$ cat config.mk
export PLATFORM = sky130hd
export DESIGN_NAME = lcd_registers_with_line_compare_flat
export DESIGN_NICKNAME = d
export VERILOG_FILES = /design/src/rtl/lcdr_pkg.sv /design/src/rtl/lcdr_if.sv /design/src/rtl/lcd_registers_with_line_compare.sv /design/src/flat_wrapper.sv
export SDC_FILE = /design/constraint.sdc
export NUM_CORES = 1
export LEC_CHECK = 0
export BUFFER_PORTS_ARGS = -buffer_cell sky130_fd_sc_hd__buf_2
export CAP_MARGIN = 5
export CORE_AREA = 2 2 109 122
export DETAILED_ROUTE_END_ITERATION = 10
export DIE_AREA = 0 0 111 124
export PLACE_DENSITY = 0.89
export SYNTH_ARGS = -nofsm -noshare
export SYNTH_HDL_FRONTEND = slang
export SYNTH_SLANG_ARGS = --single-unit
export TNS_END_PERCENT = 50
$ cat constraint.sdc
create_clock -name i_clk -period 3.1 [get_ports i_clk]
set_input_delay 0.775 -clock i_clk [delete_from_list [all_inputs] [get_ports i_clk]]
set_output_delay 0.775 -clock i_clk [all_outputs]
set_load 0.05 [all_outputs]
$ cat src/rtl/lcdr_pkg.sv
// Package with request codes, register offsets, reset values and screen constants.
package lcdr_pkg;

    // Request codes carried by req_type; the fourth code is unused.
    typedef enum logic [1:0] {
        REQ_READ  = 2'd0,
        REQ_WRITE = 2'd1,
        REQ_TICK  = 2'd2
    } t_req;

    // Register offsets from the base of the register window.
    typedef enum logic [3:0] {
        OFS_CTRL = 4'd0,
        OFS_STAT = 4'd1,
        OFS_SCY  = 4'd2,
        OFS_SCX  = 4'd3,
        OFS_LY   = 4'd4,
        OFS_LYC  = 4'd5,
        OFS_DMA  = 4'd6,
        OFS_BGP  = 4'd7,
        OFS_OBP0 = 4'd8,
        OFS_OBP1 = 4'd9,
        OFS_WY   = 4'd10,
        OFS_WX   = 4'd11
    } t_reg_ofs;

    // The window starts at 0xFF40; the upper twelve address bits select it.
    localparam logic [11:0] REG_PAGE  = 12'hFF4;
    localparam logic [3:0]  REG_COUNT = 4'd12;

    localparam logic [7:0] CTRL_RESET = 8'h91;
    localparam logic [7:0] STAT_RESET = 8'h80;
    localparam logic [7:0] BGP_RESET  = 8'hFC;
    localparam logic [7:0] OBP_RESET  = 8'hFF;
    localparam logic [7:0] UNMAPPED   = 8'hFF;

    localparam int WIN_ENABLE_BIT  = 5;
    localparam int COINCIDENCE_BIT = 2;
    localparam int LYC_IRQ_BIT     = 6;
    localparam int STAT_READ_BIT   = 7;

    localparam int SCREEN_HEIGHT = 144;
    localparam int SCREEN_WIDTH  = 160;

endpackage

$ cat src/rtl/lcdr_if.sv
// Valid/ready channel interfaces for requests and results of the register block.
interface lcdr_req_if;
    logic        valid;
    logic        ready;
    logic [1:0]  req_type;
    logic [15:0] bus_addr;
    logic [7:0]  write_byte;

    modport source (output valid, output req_type, output bus_addr, output write_byte,
                    input ready);
    modport sink   (input valid, input req_type, input bus_addr, input write_byte,
                    output ready);
endinterface

interface lcdr_rsp_if;
    logic       valid;
    logic       ready;
    logic [7:0] read_byte;
    logic       stat_irq;
    logic       dma_start;
    logic [7:0] dma_page_out;
    logic [7:0] window_line;

    modport source (output valid, output read_byte, output stat_irq, output dma_start,
                    output dma_page_out, output window_line, input ready);
    modport sink   (input valid, input read_byte, input stat_irq, input dma_start,
                    input dma_page_out, input window_line, output ready);
endinterface

$ cat src/rtl/lcd_registers_with_line_compare.sv
// Display controller register file with line counter and line-compare interrupt.
//
// This block holds the display controller registers at 0xFF40 to 0xFF4B and
// handles three kinds of request: bus reads, bus writes and end-of-line ticks.
// Every accepted request yields exactly one result transfer, in order. A request
// is captured in an input register; short decode and compare logic then reads
// and updates the register state and loads the result register, and one
// request can be accepted in every cycle while the block does not stall. The
// result register is the only buffer on the output side: while a finished
// result waits to be taken, the block still accepts a new request into its
// input register, and it stalls only when both registers are full.
// Reads of the status register always show bit 7 set; unmapped reads return
// 0xFF, and writes to the line counter or to unmapped addresses are dropped.
// A write to the DMA register raises dma_start for that result together with
// the new page on dma_page_out. On a tick, the window line counter advances if
// the window is enabled, placed on screen and covers the current line; then the
// line counter advances modulo 256 and the coincidence bit of the status
// register follows the comparison with line compare. A match with status bit 6
// set raises stat_irq. read_byte is zero for everything but a read, and the
// unused request code changes nothing.
module lcd_registers_with_line_compare (
    input  logic              i_clk,
    input  logic              i_rst_n,
    lcdr_req_if.sink          i_req,
    lcdr_rsp_if.source        o_rsp
);

    // Input register.
    logic        r_in_vld;
    logic [1:0]  r_in_type;
    logic [15:0] r_in_addr;
    logic [7:0]  r_in_data;

    // Architectural registers.
    logic [7:0] r_ctrl, n_ctrl;
    logic [7:0] r_stat, n_stat;
    logic [7:0] r_scy,  n_scy;
    logic [7:0] r_scx,  n_scx;
    logic [7:0] r_ly,   n_ly;
    logic [7:0] r_lyc,  n_lyc;
    logic [7:0] r_bgp,  n_bgp;
    logic [7:0] r_obp0, n_obp0;
    logic [7:0] r_obp1, n_obp1;
    logic [7:0] r_wy,   n_wy;
    logic [7:0] r_wx,   n_wx;
    logic [7:0] r_dma,  n_dma;
    logic [7:0] r_wline, n_wline;

    // Result register.
    logic       r_out_vld;
    logic [7:0] r_rd;
    logic       r_irq;
    logic       r_dma_go;
    logic [7:0] r_page;
    logic [7:0] r_wl;

    logic       adv;
    logic       mapped;
    logic [3:0] ofs;
    logic [7:0] n_rd;
    logic       n_irq;
    logic       n_dma_go;
    logic       win_vis;
    logic       win_cover;

    // The request in the input register moves on when the result register is
    // free or is being emptied in this cycle.
    assign adv         = r_in_vld && (!r_out_vld || o_rsp.ready);
    assign i_req.ready = !r_in_vld || adv;

    assign mapped = (r_in_addr[15:4] == lcdr_pkg::REG_PAGE) &&
                    (r_in_addr[3:0] < lcdr_pkg::REG_COUNT);
    assign ofs    = r_in_addr[3:0];

    // Window placement: enabled, left edge on screen, top edge on screen, and
    // the current line falls inside the window's height (compared without wrap).
    assign win_vis = r_ctrl[lcdr_pkg::WIN_ENABLE_BIT] &&
                     ({1'b0, r_wx} < 9'(lcdr_pkg::SCREEN_WIDTH + 7)) &&
                     ({1'b0, r_wy} < 9'(lcdr_pkg::SCREEN_HEIGHT));
    assign win_cover = (r_wy <= r_ly) &&
                       ({1'b0, r_ly} < ({1'b0, r_wy} + 9'(lcdr_pkg::SCREEN_HEIGHT)));

    always_comb begin
        n_ctrl   = r_ctrl;
        n_stat   = r_stat;
        n_scy    = r_scy;
        n_scx    = r_scx;
        n_ly     = r_ly;
        n_lyc    = r_lyc;
        n_bgp    = r_bgp;
        n_obp0   = r_obp0;
        n_obp1   = r_obp1;
        n_wy     = r_wy;
        n_wx     = r_wx;
        n_dma    = r_dma;
        n_wline  = r_wline;
        n_rd     = 8'h00;
        n_irq    = 1'b0;
        n_dma_go = 1'b0;
        case (r_in_type)
            lcdr_pkg::REQ_READ: begin
                if (!mapped) begin
                    n_rd = lcdr_pkg::UNMAPPED;
                end else begin
                    unique case (ofs)
                        lcdr_pkg::OFS_CTRL: n_rd = r_ctrl;
                        lcdr_pkg::OFS_STAT: n_rd = r_stat | 8'(1 << lcdr_pkg::STAT_READ_BIT);
                        lcdr_pkg::OFS_SCY:  n_rd = r_scy;
                        lcdr_pkg::OFS_SCX:  n_rd = r_scx;
                        lcdr_pkg::OFS_LY:   n_rd = r_ly;
                        lcdr_pkg::OFS_LYC:  n_rd = r_lyc;
                        lcdr_pkg::OFS_DMA:  n_rd = r_dma;
                        lcdr_pkg::OFS_BGP:  n_rd = r_bgp;
                        lcdr_pkg::OFS_OBP0: n_rd = r_obp0;
                        lcdr_pkg::OFS_OBP1: n_rd = r_obp1;
                        lcdr_pkg::OFS_WY:   n_rd = r_wy;
                        default:            n_rd = r_wx;
                    endcase
                end
            end
            lcdr_pkg::REQ_WRITE: begin
                if (mapped) begin
                    unique case (ofs)
                        lcdr_pkg::OFS_CTRL: n_ctrl = r_in_data;
                        lcdr_pkg::OFS_STAT: n_stat = r_in_data;
                        lcdr_pkg::OFS_SCY:  n_scy  = r_in_data;
                        lcdr_pkg::OFS_SCX:  n_scx  = r_in_data;
                        lcdr_pkg::OFS_LY:   n_ly   = r_ly;
                        lcdr_pkg::OFS_LYC:  n_lyc  = r_in_data;
                        lcdr_pkg::OFS_DMA: begin
                            n_dma    = r_in_data;
                            n_dma_go = 1'b1;
                        end
                        lcdr_pkg::OFS_BGP:  n_bgp  = r_in_data;
                        lcdr_pkg::OFS_OBP0: n_obp0 = r_in_data;
                        lcdr_pkg::OFS_OBP1: n_obp1 = r_in_data;
                        lcdr_pkg::OFS_WY:   n_wy   = r_in_data;
                        default:            n_wx   = r_in_data;
                    endcase
                end
            end
            lcdr_pkg::REQ_TICK: begin
                if (win_vis && win_cover) begin
                    n_wline = r_wline + 8'd1;
                end
                n_ly = r_ly + 8'd1;
                // The coincidence bit tracks the freshly advanced line counter.
                if (n_ly == r_lyc) begin
                    n_stat[lcdr_pkg::COINCIDENCE_BIT] = 1'b1;
                    n_irq = r_stat[lcdr_pkg::LYC_IRQ_BIT];
                end else begin
                    n_stat[lcdr_pkg::COINCIDENCE_BIT] = 1'b0;
                end
            end
            default: begin
                n_rd = 8'h00;
            end
        endcase
    end

    // Input register.
    always_ff @(posedge i_clk) begin
        if (!i_rst_n) begin
            r_in_vld <= 1'b0;
        end else if (i_req.ready) begin
            r_in_vld <= i_req.valid;
        end
        if (i_req.valid && i_req.ready) begin
            r_in_type <= i_req.req_type;
            r_in_addr <= i_req.bus_addr;
            r_in_data <= i_req.write_byte;
        end
    end

    // Register state is committed when the request moves into the result register.
    always_ff @(posedge i_clk) begin
        if (!i_rst_n) begin
            r_ctrl  <= lcdr_pkg::CTRL_RESET;
            r_stat  <= lcdr_pkg::STAT_RESET;
            r_scy   <= 8'h00;
            r_scx   <= 8'h00;
            r_ly    <= 8'h00;
            r_lyc   <= 8'h00;
            r_bgp   <= lcdr_pkg::BGP_RESET;
            r_obp0  <= lcdr_pkg::OBP_RESET;
            r_obp1  <= lcdr_pkg::OBP_RESET;
            r_wy    <= 8'h00;
            r_wx    <= 8'h00;
            r_dma   <= 8'h00;
            r_wline <= 8'h00;
        end else if (adv) begin
            r_ctrl  <= n_ctrl;
            r_stat  <= n_stat;
            r_scy   <= n_scy;
            r_scx   <= n_scx;
            r_ly    <= n_ly;
            r_lyc   <= n_lyc;
            r_bgp   <= n_bgp;
            r_obp0  <= n_obp0;
            r_obp1  <= n_obp1;
            r_wy    <= n_wy;
            r_wx    <= n_wx;
            r_dma   <= n_dma;
            r_wline <= n_wline;
        end
    end

    // Result register.
    always_ff @(posedge i_clk) begin
        if (!i_rst_n) begin
            r_out_vld <= 1'b0;
        end else if (adv) begin
            r_out_vld <= 1'b1;
        end else if (o_rsp.ready) begin
            r_out_vld <= 1'b0;
        end
        if (adv) begin
            r_rd     <= n_rd;
            r_irq    <= n_irq;
            r_dma_go <= n_dma_go;
            r_page   <= n_dma;
            r_wl     <= n_wline;
        end
    end

    assign o_rsp.valid        = r_out_vld;
    assign o_rsp.read_byte    = r_rd;
    assign o_rsp.stat_irq     = r_irq;
    assign o_rsp.dma_start    = r_dma_go;
    assign o_rsp.dma_page_out = r_page;
    assign o_rsp.window_line  = r_wl;

endmodule

$ cat src/flat_wrapper.sv
// flat-port wrapper written by rule: the top's interface ports become plain ports
module lcd_registers_with_line_compare_flat 
  (i_clk, i_rst_n, i_req_valid, i_req_req_type, i_req_bus_addr, i_req_write_byte, i_req_ready, o_rsp_valid, o_rsp_read_byte, o_rsp_stat_irq, o_rsp_dma_start, o_rsp_dma_page_out, o_rsp_window_line, o_rsp_ready);
  lcdr_req_if i_req_i ();
  lcdr_rsp_if o_rsp_i ();
  input  logic i_clk;
  input  logic i_rst_n;
  input wire logic [$bits(i_req_i.valid)-1:0] i_req_valid;
  input wire logic [$bits(i_req_i.req_type)-1:0] i_req_req_type;
  input wire logic [$bits(i_req_i.bus_addr)-1:0] i_req_bus_addr;
  input wire logic [$bits(i_req_i.write_byte)-1:0] i_req_write_byte;
  output wire logic [$bits(i_req_i.ready)-1:0] i_req_ready;
  output wire logic [$bits(o_rsp_i.valid)-1:0] o_rsp_valid;
  output wire logic [$bits(o_rsp_i.read_byte)-1:0] o_rsp_read_byte;
  output wire logic [$bits(o_rsp_i.stat_irq)-1:0] o_rsp_stat_irq;
  output wire logic [$bits(o_rsp_i.dma_start)-1:0] o_rsp_dma_start;
  output wire logic [$bits(o_rsp_i.dma_page_out)-1:0] o_rsp_dma_page_out;
  output wire logic [$bits(o_rsp_i.window_line)-1:0] o_rsp_window_line;
  input wire logic [$bits(o_rsp_i.ready)-1:0] o_rsp_ready;
  assign i_req_i.valid = i_req_valid;
  assign i_req_i.req_type = i_req_req_type;
  assign i_req_i.bus_addr = i_req_bus_addr;
  assign i_req_i.write_byte = i_req_write_byte;
  assign i_req_ready = i_req_i.ready;
  assign o_rsp_valid = o_rsp_i.valid;
  assign o_rsp_read_byte = o_rsp_i.read_byte;
  assign o_rsp_stat_irq = o_rsp_i.stat_irq;
  assign o_rsp_dma_start = o_rsp_i.dma_start;
  assign o_rsp_dma_page_out = o_rsp_i.dma_page_out;
  assign o_rsp_window_line = o_rsp_i.window_line;
  assign o_rsp_i.ready = o_rsp_ready;
  lcd_registers_with_line_compare u_core (.i_clk(i_clk), .i_rst_n(i_rst_n), .i_req(i_req_i), .o_rsp(o_rsp_i));
endmodule
# --- Yosys cells after proc, flatten, opt, wreduce, memory -nomap -nowiden ---
# Cells that the tools add are included.
word_totals:
  latchBits: 0
  mem_bits_ro: 0
  mem_count: 0
  inputBits: 30
  mem_bits_rw: 0
  output_inout_bits: 28
  regBits: 157
op_classes:
  div_mod_pow: 0
  eq_ne: 16
  n_mux: 14
  multipliers: 0
  addsub: 3
  n_lt_le_gt_ge: 5
  shift: 0
  n_reduce_logical: 30
  bitwise: 1
op_table:
  columns: ["op", "n"]
  rows:
  - ["one-hot mux 8 bit (11 select lines)", 1]
  - ["two-way mux 8 bit", 6]
  - ["AND reduction 4 bit", 11]
  - ["adder 8 x 1 -> 8 bit, second input constant", 2]
  - ["== test 4 x 3 -> 1 bit, second input constant", 4]
  - ["< comparator 8 bit, second input constant", 2]
  - ["== test 12 bit, second input constant", 1]
  - ["== test 4 bit, second input constant", 3]
  - ["OR reduction 11 bit", 1]
  - ["adder 8 x 8 -> 9 bit, second input constant", 1]
  - ["< comparator 8 x 9 -> 1 bit", 1]
  - ["== test 4 x 2 -> 1 bit, second input constant", 2]
  - ["== test 8 bit", 1]
  - ["<= comparator 8 bit", 1]
  - ["logical AND 1 bit", 7]
  - ["two-way mux 3 bit", 2]
  - ["AND reduction 2 bit", 3]
  - ["== test 4 x 1 -> 1 bit, second input constant", 1]
  - ["zero test 4 bit", 1]
  - ["< comparator 4 bit, second input constant", 1]
  - ["two-way mux 1 bit", 4]
  - ["nonzero test 2 bit", 2]
  - ["== test 2 x 1 -> 1 bit, second input constant", 1]
  - ["== test 2 bit, second input constant", 1]
  - ["other kinds (7)", 9]

# --- Depth between registers and ports, before layout ---
# Gate-level depths: netlist of the first run.
logic_depth:
  ltp_word: 6
  mapped_depth: 12

# --- Worst setup path before layout of the first run ---
# No wires, ideal clock.
synth_path:
  path_type: "input-to-reg"
  from: "input o_rsp_ready"
  to: "register u_core.r_wline[7]"
  setup_ns: 0.070
  required_ns: 3.030
  path_slack_ns: 0.386
  arrival_time_ns: 2.643
  cell_stages: 8
  cell_sequence: "nor2b_1 nand2b_1 clkbuf_1 inv_1 nand2b_1 clkbuf_1 or4_1 a21oi_1"
synth_between:
  elab_chain_cells: 2
synth_lines:
  columns: ["element", "line_no", "rtl"]
  rows:
  - ["start: declaration", "flat_wrapper.sv:19", "input wire logic [$bits(o_rsp_i.ready)-1:0] o_rsp_ready;"]
  - ["logical OR 1 bit", "lcd_registers_with_line_compare.sv:68", "assign adv = r_in_vld && (!r_out_vld || o_rsp.ready);"]
  - ["logical AND 1 bit", "lcd_registers_with_line_compare.sv:68", null]
  - ["via u_core.adv", "lcd_registers_with_line_compare.sv:57", "logic adv;"]
  - ["end signal: assignment", "lcd_registers_with_line_compare.sv:204", "r_wline <= n_wline;"]
  - ["end: declaration", "lcd_registers_with_line_compare.sv:47", "logic [7:0] r_wline, n_wline;"]
# The timed path passes the listed nets, and every way through them passes these cells.
# A chain may end at the register's enable or synchronous reset.

# --- Worst setup path in the final report of the first run ---
layout_path:
  from: "register u_core.r_in_addr[7]"
  to: "register u_core.r_wy[7]"
layout_between:
  elab_chain_cells: 3
layout_lines:
  columns: ["element", "line_no", "rtl"]
  rows:
  - ["start: declaration", "lcd_registers_with_line_compare.sv:31", "logic [15:0] r_in_addr;"]
  - ["start signal: assignment", "lcd_registers_with_line_compare.sv:170", "r_in_addr <= i_req.bus_addr;"]
  - ["== test 12 bit", "lcd_registers_with_line_compare.sv:71", "assign mapped = (r_in_addr[15:4] == lcdr_pkg::REG_PAGE) &&"]
  - ["logical AND 1 bit", "lcd_registers_with_line_compare.sv:71", null]
  - ["AND reduction 4 bit (no line)", null, null]
  - ["end signal: assignment", "lcd_registers_with_line_compare.sv:201", "r_wy <= n_wy;"]
  - ["end: declaration", "lcd_registers_with_line_compare.sv:44", "logic [7:0] r_wy, n_wy;"]
# No other way between the ends.

==> results.sh, run 1 <==
export IMPL_post_route_period_util_pct=87.5
export IMPL_hp_class="register to register"
export IMPL_route_detailed_drc=0
export IMPL_clockBufferDepth=2
export IMPL_vias=6300
export IMPL_tns_ns=0
export IMPL_root_buffer="clkbuf_16"
export IMPL_leakage_uw=0.00311
export IMPL_reg2reg_to="u_core.r_wy[7]"
export IMPL_status="finished, final reports clean"
export IMPL_power_switching_uw=1140
export IMPL_clockPowerShare_pct=46.1
export IMPL_cp_common_cell="nand3_1"
export IMPL_std_cell_rows=43
export IMPL_combPwrFrac_pct=5.8
export IMPL_grt_pass1_vias=5847
export IMPL_hold_violations=0
export IMPL_cts_inserted_buffers=17
export IMPL_crit_type="register to register"
export IMPL_startpoint="u_core.r_in_addr[7]"
export IMPL_diodes=0
export IMPL_gr_total_overflow=0
export IMPL_globalRouteMet3Util_pct=6.37
export IMPL_drt_pass1_iter_count=6
export IMPL_ant_nets=0
export IMPL_portBuffers=57
export IMPL_r2r_start="u_core.r_in_addr[7]"
export IMPL_pin_count=58
export IMPL_critical_path_top_delay_family="simple AND/OR/NAND/NOR gates"
export IMPL_fp_dieArea_mm2=0.0138
export IMPL_syn_avg_cell_area_um2=9.41
export IMPL_clkLatencyLatePin_ns=0.43
export IMPL_rsz0062_at_grt="false"
export IMPL_fin_skew_ns=0.00986
export IMPL_layout_nets=884
export IMPL_core_area_mm2=0.0124
export IMPL_clock_sinks=157
export IMPL_cts_htree_levels=4
export IMPL_vias_per_cell=6.27
export IMPL_wire_per_inst_um=19.2
export IMPL_fmax_ghz=0.369
export IMPL_layout_common_cells="nand2_1 (108), dfxtp_1 (105), nand3_1 (60)"
export IMPL_finish_utilization_pct=68.3
export IMPL_worst_setup_path_end_kind="register"
export IMPL_gp_congestion=0.994
export IMPL_grt_busiest_layer="met2"
export IMPL_ctsHoldBuffers=0
export IMPL_crit_end="u_core.r_wy[7]"
export IMPL_antenna_found_initial=0
export IMPL_initial_core_util_pct=59.6
export IMPL_crit_buf_inv=1
export IMPL_grt_start_max_net_pins=94
export IMPL_syn_inst=787
export IMPL_use_met2_pct=47.0
export IMPL_grt_first_pass_wirelength_mm=30.3
export IMPL_synthFlopType="dfxtp_1"
export IMPL_path_max_fanout=16
export IMPL_final_setup_viol_count=0
export IMPL_cp_depth=7
export IMPL_die_w_um=111
export IMPL_die_h_um=124
export IMPL_power_frac_seq_pct=48.1
export IMPL_drive_gt1_share_pct=16.6
export IMPL_cts_tree="done"
export IMPL_critical_path_slowest_cell="nand3_1"
export IMPL_synth_seq_cells=157
export IMPL_arrival_ns=2.98
export IMPL_slew_headroom_pct=28.8
export IMPL_layout_min_cycle_time_ns=2.71
export IMPL_max_vdd_ir_drop_uv=369
export IMPL_r2r_cells=7
export IMPL_ys_seq_area_share_pct=49.5
export IMPL_use_met1_pct=34.3
export IMPL_synth_edf_count=52
export IMPL_startpoint_type="register"
export IMPL_p_per_area_mw_per_mm2=540
export IMPL_r2r_slack_ns=0.39
export IMPL_async_flop_share_pct=0
export IMPL_path_cells="nand4bb_1, a2111o_1, buf_4, nor3_2, nand3_1, nand3_1, o21ai_0"
export IMPL_final_common_cell="nand2_1"
export IMPL_wl_mm=19.3
export IMPL_drv_cap=0
export IMPL_clkTransAtPathRegs_ns=0.06
export IMPL_worstMarginPinSlew_ns=1.07
export IMPL_intPower_uw=3450
export IMPL_yosys_warnings=0
export IMPL_area_growth_pct=14.7
export IMPL_drtIter0Drc=908
export IMPL_drv_slew=0
export IMPL_netlist_area_mm2=0.00740
export IMPL_p_sw_share_pct=24.8
export IMPL_crit_required_ns=3.37
export IMPL_cpPeakStageDelay_ns=0.53
export IMPL_min_from="u_core.r_scy[2]"
export IMPL_syn_num_nets=837
export IMPL_netlist_cell_type_count=60
export IMPL_hold_ws_ns=0.460
export IMPL_place_hpwl_mm=13.3
export IMPL_grt_usage_pct=28.5
-- final cells by class --
type,instances,area (µm²)
Fill cell,907,3940
Sequential cell,157,3660
Multi-Input combinational cell,549,3440
Timing Repair Buffer,84,500
Clock buffer,17,425
Tap cell,157,196
Clock inverter,15,170
Inverter,25,93.8
-- how the worst min path moves through the flow --
stage               slack, ns               to  cells past startpoint
floorplan                0.43  u_core.r_scx[1]                      2
global placement         0.44  u_core.r_scy[2]                      2
detailed placement       0.45  u_core.r_scy[2]                      2
CTS                      0.46  u_core.r_scy[2]                      2
global route             0.49  u_core.r_scx[1]                      2
finish                   0.46  u_core.r_scy[2]                      2
-- through the flow --
| step | cells | setup slack [ns] | total power [µW] | cell area [µm²] |
|---|---|---|---|---|
| after floorplan | 787 | 0.386 | 2410 | 7400 |
| after global placement | 972 | 0.254 | 2500 | 7890 |
| after CTS | 1004 | 0.183 | 4590 | 8490 |
| final | 1004 | 0.386 | 4590 | 8490 |
| after detailed placement | 972 | 0.163 | 2510 | 7890 |
| after global routing | 1004 | 0.253 | 4700 | 8490 |
-- worst min-delay path: stages, from the launching register on --
cell,delay [ns]
dfxtp_1,0.31
nand2_1,0.05
o21ai_0,0.06
-- sequential cells by signal, indices dropped and copies added, names as in the netlist, 2 cells and up --
name	flops
u_core.r_in_addr	16
u_core.o_rsp.dma_page_out	8
u_core.o_rsp.read_byte	8
u_core.o_rsp.window_line	8
u_core.r_bgp	8
u_core.r_ctrl	8
u_core.r_dma	8
u_core.r_in_data	8
u_core.r_ly	8
u_core.r_lyc	8
u_core.r_obp0	8
u_core.r_obp1	8
u_core.r_scx	8
u_core.r_scy	8
u_core.r_wline	8
u_core.r_wx	8
u_core.r_wy	8
u_core.r_stat	7
u_core.r_in_type	2
-- power by group through the flow --
stage | clock network, µW | registers [µW] | logic [µW]
after detailed placement | 0 | 2250 | 258
after global placement | 0 | 2250 | 255
after global routing | 2210 | 2210 | 281
after floorplan | 0 | 2270 | 143
final | 2120 | 2210 | 264
after CTS | 2120 | 2200 | 259
-- cell families after synthesis --
kind of cell / after synthesis / synth area share, %
AOI/OAI and AO/OA: 159 / 13.0
muxes: 55 / 7.67
adders and majority gates: 20 / 3.38
and+or+nand+nor: 288 / 19.1
buffers and inverters: 81 / 4.12
xor gates and xnor gates: 27 / 3.19
DFF: 157 / 49.5
-- cell usage after synthesis (10+ instances only) --
library cell	instances	share of area, %
nor3_1	17	1.1
mux2i_1	41	5.5
mux2_2	14	2.1
clkbuf_1	50	2.5
edfxtp_1	52	21
xnor2_1	18	2.1
ha_1	20	3.4
a21oi_1	47	3.2
nor2_1	35	1.8
inv_1	25	1.3
nand2_1	108	5.5
dfxtp_1	105	28
nand2b_1	10	0.84
nor2b_1	11	0.93
o21ai_0	50	3.4
nand3_1	60	4.1
-- per-layer routing --
layer	part of all wire, %	wire [µm]
met1	39	7480
met2	46	8970
met3	9.2	1780
met4	5.5	1070
met5	0	0
-- what timing repair did --
item | in CTS | in global routing
setup endpoints to repair | 0 | 4
resized for setup | 0 | 1
buffers inserted | 0 | 0
endpoints found under the hold margin | 0 | 0
(Power assumes the default switching activity.)
==> inputs of run 2 (changes only) <==
--- a/config.mk
+++ b/config.mk
@@ -5,12 +5,12 @@
 export SDC_FILE = /design/constraint.sdc
 export NUM_CORES = 1
 export LEC_CHECK = 0
-export BUFFER_PORTS_ARGS = -buffer_cell sky130_fd_sc_hd__buf_2
 export CAP_MARGIN = 5
-export CORE_AREA = 2 2 109 122
+export CORE_AREA = 2 2 107 119
 export DETAILED_ROUTE_END_ITERATION = 10
-export DIE_AREA = 0 0 111 124
-export PLACE_DENSITY = 0.89
+export DIE_AREA = 0 0 109 121
+export DONT_BUFFER_PORTS = 1
+export PLACE_DENSITY = 0.88
 export SYNTH_ARGS = -nofsm -noshare
 export SYNTH_HDL_FRONTEND = slang
 export SYNTH_SLANG_ARGS = --single-unit
==> run 2 against run 1 <==
Via count fell by 1.6%. Non-clock buffer count fell by 53. Sequential power rose by 2%. Flip-flop and latch count did not move. Register-to-register slack got worse by 0.22 ns. Sequential share of layout area rose by 1.5 points. Clock power fell by 4%. Largest power group unchanged. Design area fell by 3.3%. Power fell by 2.5%. Critical path depth rose by 2. Worst hold slack got worse by 0.022 ns. Global-route usage rose by 4.5 points.
==> results.sh, run 2 (same netlist as run 1, synthesis figures left out) <==
export IMPL_status="finished, final reports clean"
export IMPL_hold_violations=0
export IMPL_top_register="u_core.r_in_addr"
export IMPL_nFillCells=855
export IMPL_portBuffers=0
export IMPL_final_common_cell="nand2_1"
export IMPL_crit_required_ns=3.40
export IMPL_max_vdd_ir_drop_uv=448
export IMPL_power_frac_seq_pct=50.5
export IMPL_drive_gt1_share_pct=10.6
export IMPL_r2r_cells=9
export IMPL_cts_tree="done"
export IMPL_arrival_ns=3.23
export IMPL_wire_per_inst_um=21.8
export IMPL_ant_nets=0
export IMPL_design_area_mm2=0.00821
export IMPL_hold_path_endpoint="u_core.r_in_type[0]"
export IMPL_grt_first_pass_wirelength_mm=32.5
export IMPL_largest_reg_flops=16
export IMPL_leakage_uw=0.00289
export IMPL_startpoint_type="register"
export IMPL_cts_inserted_buffers=17
export IMPL_clockBufferDepth=2
export IMPL_final_setup_viol_count=0
export IMPL_place_inst=916
export IMPL_r2r_start="u_core.r_ly[5]"
export IMPL_layout_min_cycle_time_ns=2.93
export IMPL_drt_pass1_iter_count=5
export IMPL_grt_pass1_vias=6037
export IMPL_root_buffer="clkbuf_16"
export IMPL_wl_mm=20.7
export IMPL_fmax_ghz=0.341
export IMPL_drv_slew=0
export IMPL_reg2reg_to="u_core.r_wline[4]"
export IMPL_clock_sinks=157
export IMPL_postLayoutSetupSlackWorst_ns=0.171
export IMPL_place_ws_ns=0.0678
export IMPL_cts_setup_buffers=0
export IMPL_grt_start_max_net_pins=95
export IMPL_slew_headroom_pct=28.5
export IMPL_fin_skew_ns=0.0104
export IMPL_clkTransAtPathRegs_ns=0.06
export IMPL_gr_total_overflow=0
export IMPL_cts_htree_levels=4
export IMPL_clkLatencyLatePin_ns=0.43
export IMPL_path_max_fanout=17
export IMPL_holdPathStages=0
export IMPL_layout_common_cells="nand2_1 (108), dfxtp_1 (105), nand3_1 (60)"
export IMPL_final_cells=948
export IMPL_initial_core_util_pct=62.1
export IMPL_vias=6199
export IMPL_post_route_period_util_pct=94.5
export IMPL_rsz0062_at_grt="false"
export IMPL_intPower_uw=3460
export IMPL_diodes=0
export IMPL_drtIter0Drc=716
export IMPL_vias_per_cell=6.54
export IMPL_core_area_mm2=0.0119
export IMPL_gp_congestion=0.973
export IMPL_hp_class="input pin to register"
export IMPL_antenna_found_initial=0
export IMPL_power_switching_uw=1010
export IMPL_die_h_um=121
export IMPL_r2r_slack_ns=0.17
export IMPL_layout_nets=831
export IMPL_place_hpwl_mm=14.4
export IMPL_std_cell_rows=42
export IMPL_area_growth_pct=10.9
export IMPL_clockPowerShare_pct=45.6
export IMPL_route_detailed_drc=0
export IMPL_drv_cap=0
export IMPL_p_per_area_mw_per_mm2=544
export IMPL_die_w_um=109
export IMPL_placed_area_mm2=0.00762
export IMPL_worst_setup_path_end_kind="register"
export IMPL_combPwrFrac_pct=3.9
export IMPL_hold_ws_ns=0.439
export IMPL_worstMarginPinSlew_ns=1.07
export IMPL_p_sw_share_pct=22.5
export IMPL_crit_type="register to register"
export IMPL_pin_count=58
export IMPL_min_from="i_req_req_type[0]"
export IMPL_fp_dieArea_mm2=0.0132
export IMPL_tns_ns=0
export IMPL_grt_usage_pct=33.0
==> run 2: how the worst max path moves through the flow <==
stage                               from                     endpoint  slack (ns)
after CTS                 u_core.r_wy[4]  u_core.o_rsp.window_line[1]        0.06
after global routing      u_core.r_ly[5]            u_core.r_wline[4]        0.04
after global placement    u_core.r_wy[4]  u_core.o_rsp.window_line[1]        0.25
after detailed placement  u_core.r_wy[4]  u_core.o_rsp.window_line[1]        0.07
after floorplan              o_rsp_ready            u_core.r_wline[7]        0.39
final                     u_core.r_ly[5]            u_core.r_wline[4]        0.17
==> run 2: cell type report <==
cell class                 count  area (µm²)  share of cell area (%)
sequential                   157        3660                    44.6
multi-input combinational    549        3460                    42.1
clock buffer                  24         483                    5.88
timing repair buffer          31         233                    2.83
tap                          154         193                    2.35
inverter                      25        93.8                    1.14
clock inverter                 8        92.6                    1.13
==> run 2: worst max-delay path, cell delays in order (launching register included) <==
cell,delay [ns]
dfxtp_1,0.51
inv_1,0.10
ha_1,0.32
a211oi_1,0.24
nor2_1,0.10
nor4bb_1,0.51
o22ai_4,0.25
buf_4,0.21
o311ai_0,0.41
o41ai_1,0.14
==> run 2: per-stage QoR <==
step | power, µW | utilization [%]
final | 4470 | 68.9
after global routing | 4580 | 68.9
after CTS | 4480 | 68.7
after detailed placement | 2470 | 63.9
after floorplan | 2410 | -
after global placement | 2460 | 63.9
==> run 2: routing by layer <==
metal / part of all wire [%] / global-route usage (%)
met5: 0 / 0
met4: 5.8 / 20.4
met3: 9.2 / 6.44
met2: 47 / 52.2
met1: 38 / 41.2
==> run 2: power groups by stage <==
| stage | clock, µW | sequential, µW | combinational (µW) |
|---|---|---|---|
| floorplan | 0 | 2270 | 143 |
| global placement | 0 | 2300 | 165 |
| detailed placement | 0 | 2300 | 166 |
| CTS | 2050 | 2260 | 167 |
| global route | 2130 | 2260 | 184 |
| finish | 2040 | 2260 | 174 |
==> run 2: what timing repair did <==
action | CTS | global route
hold endpoints to repair | 0 | 0
hold buffers | 0 | 0
resized for setup | 0 | 3
setup endpoints to repair | 0 | 14
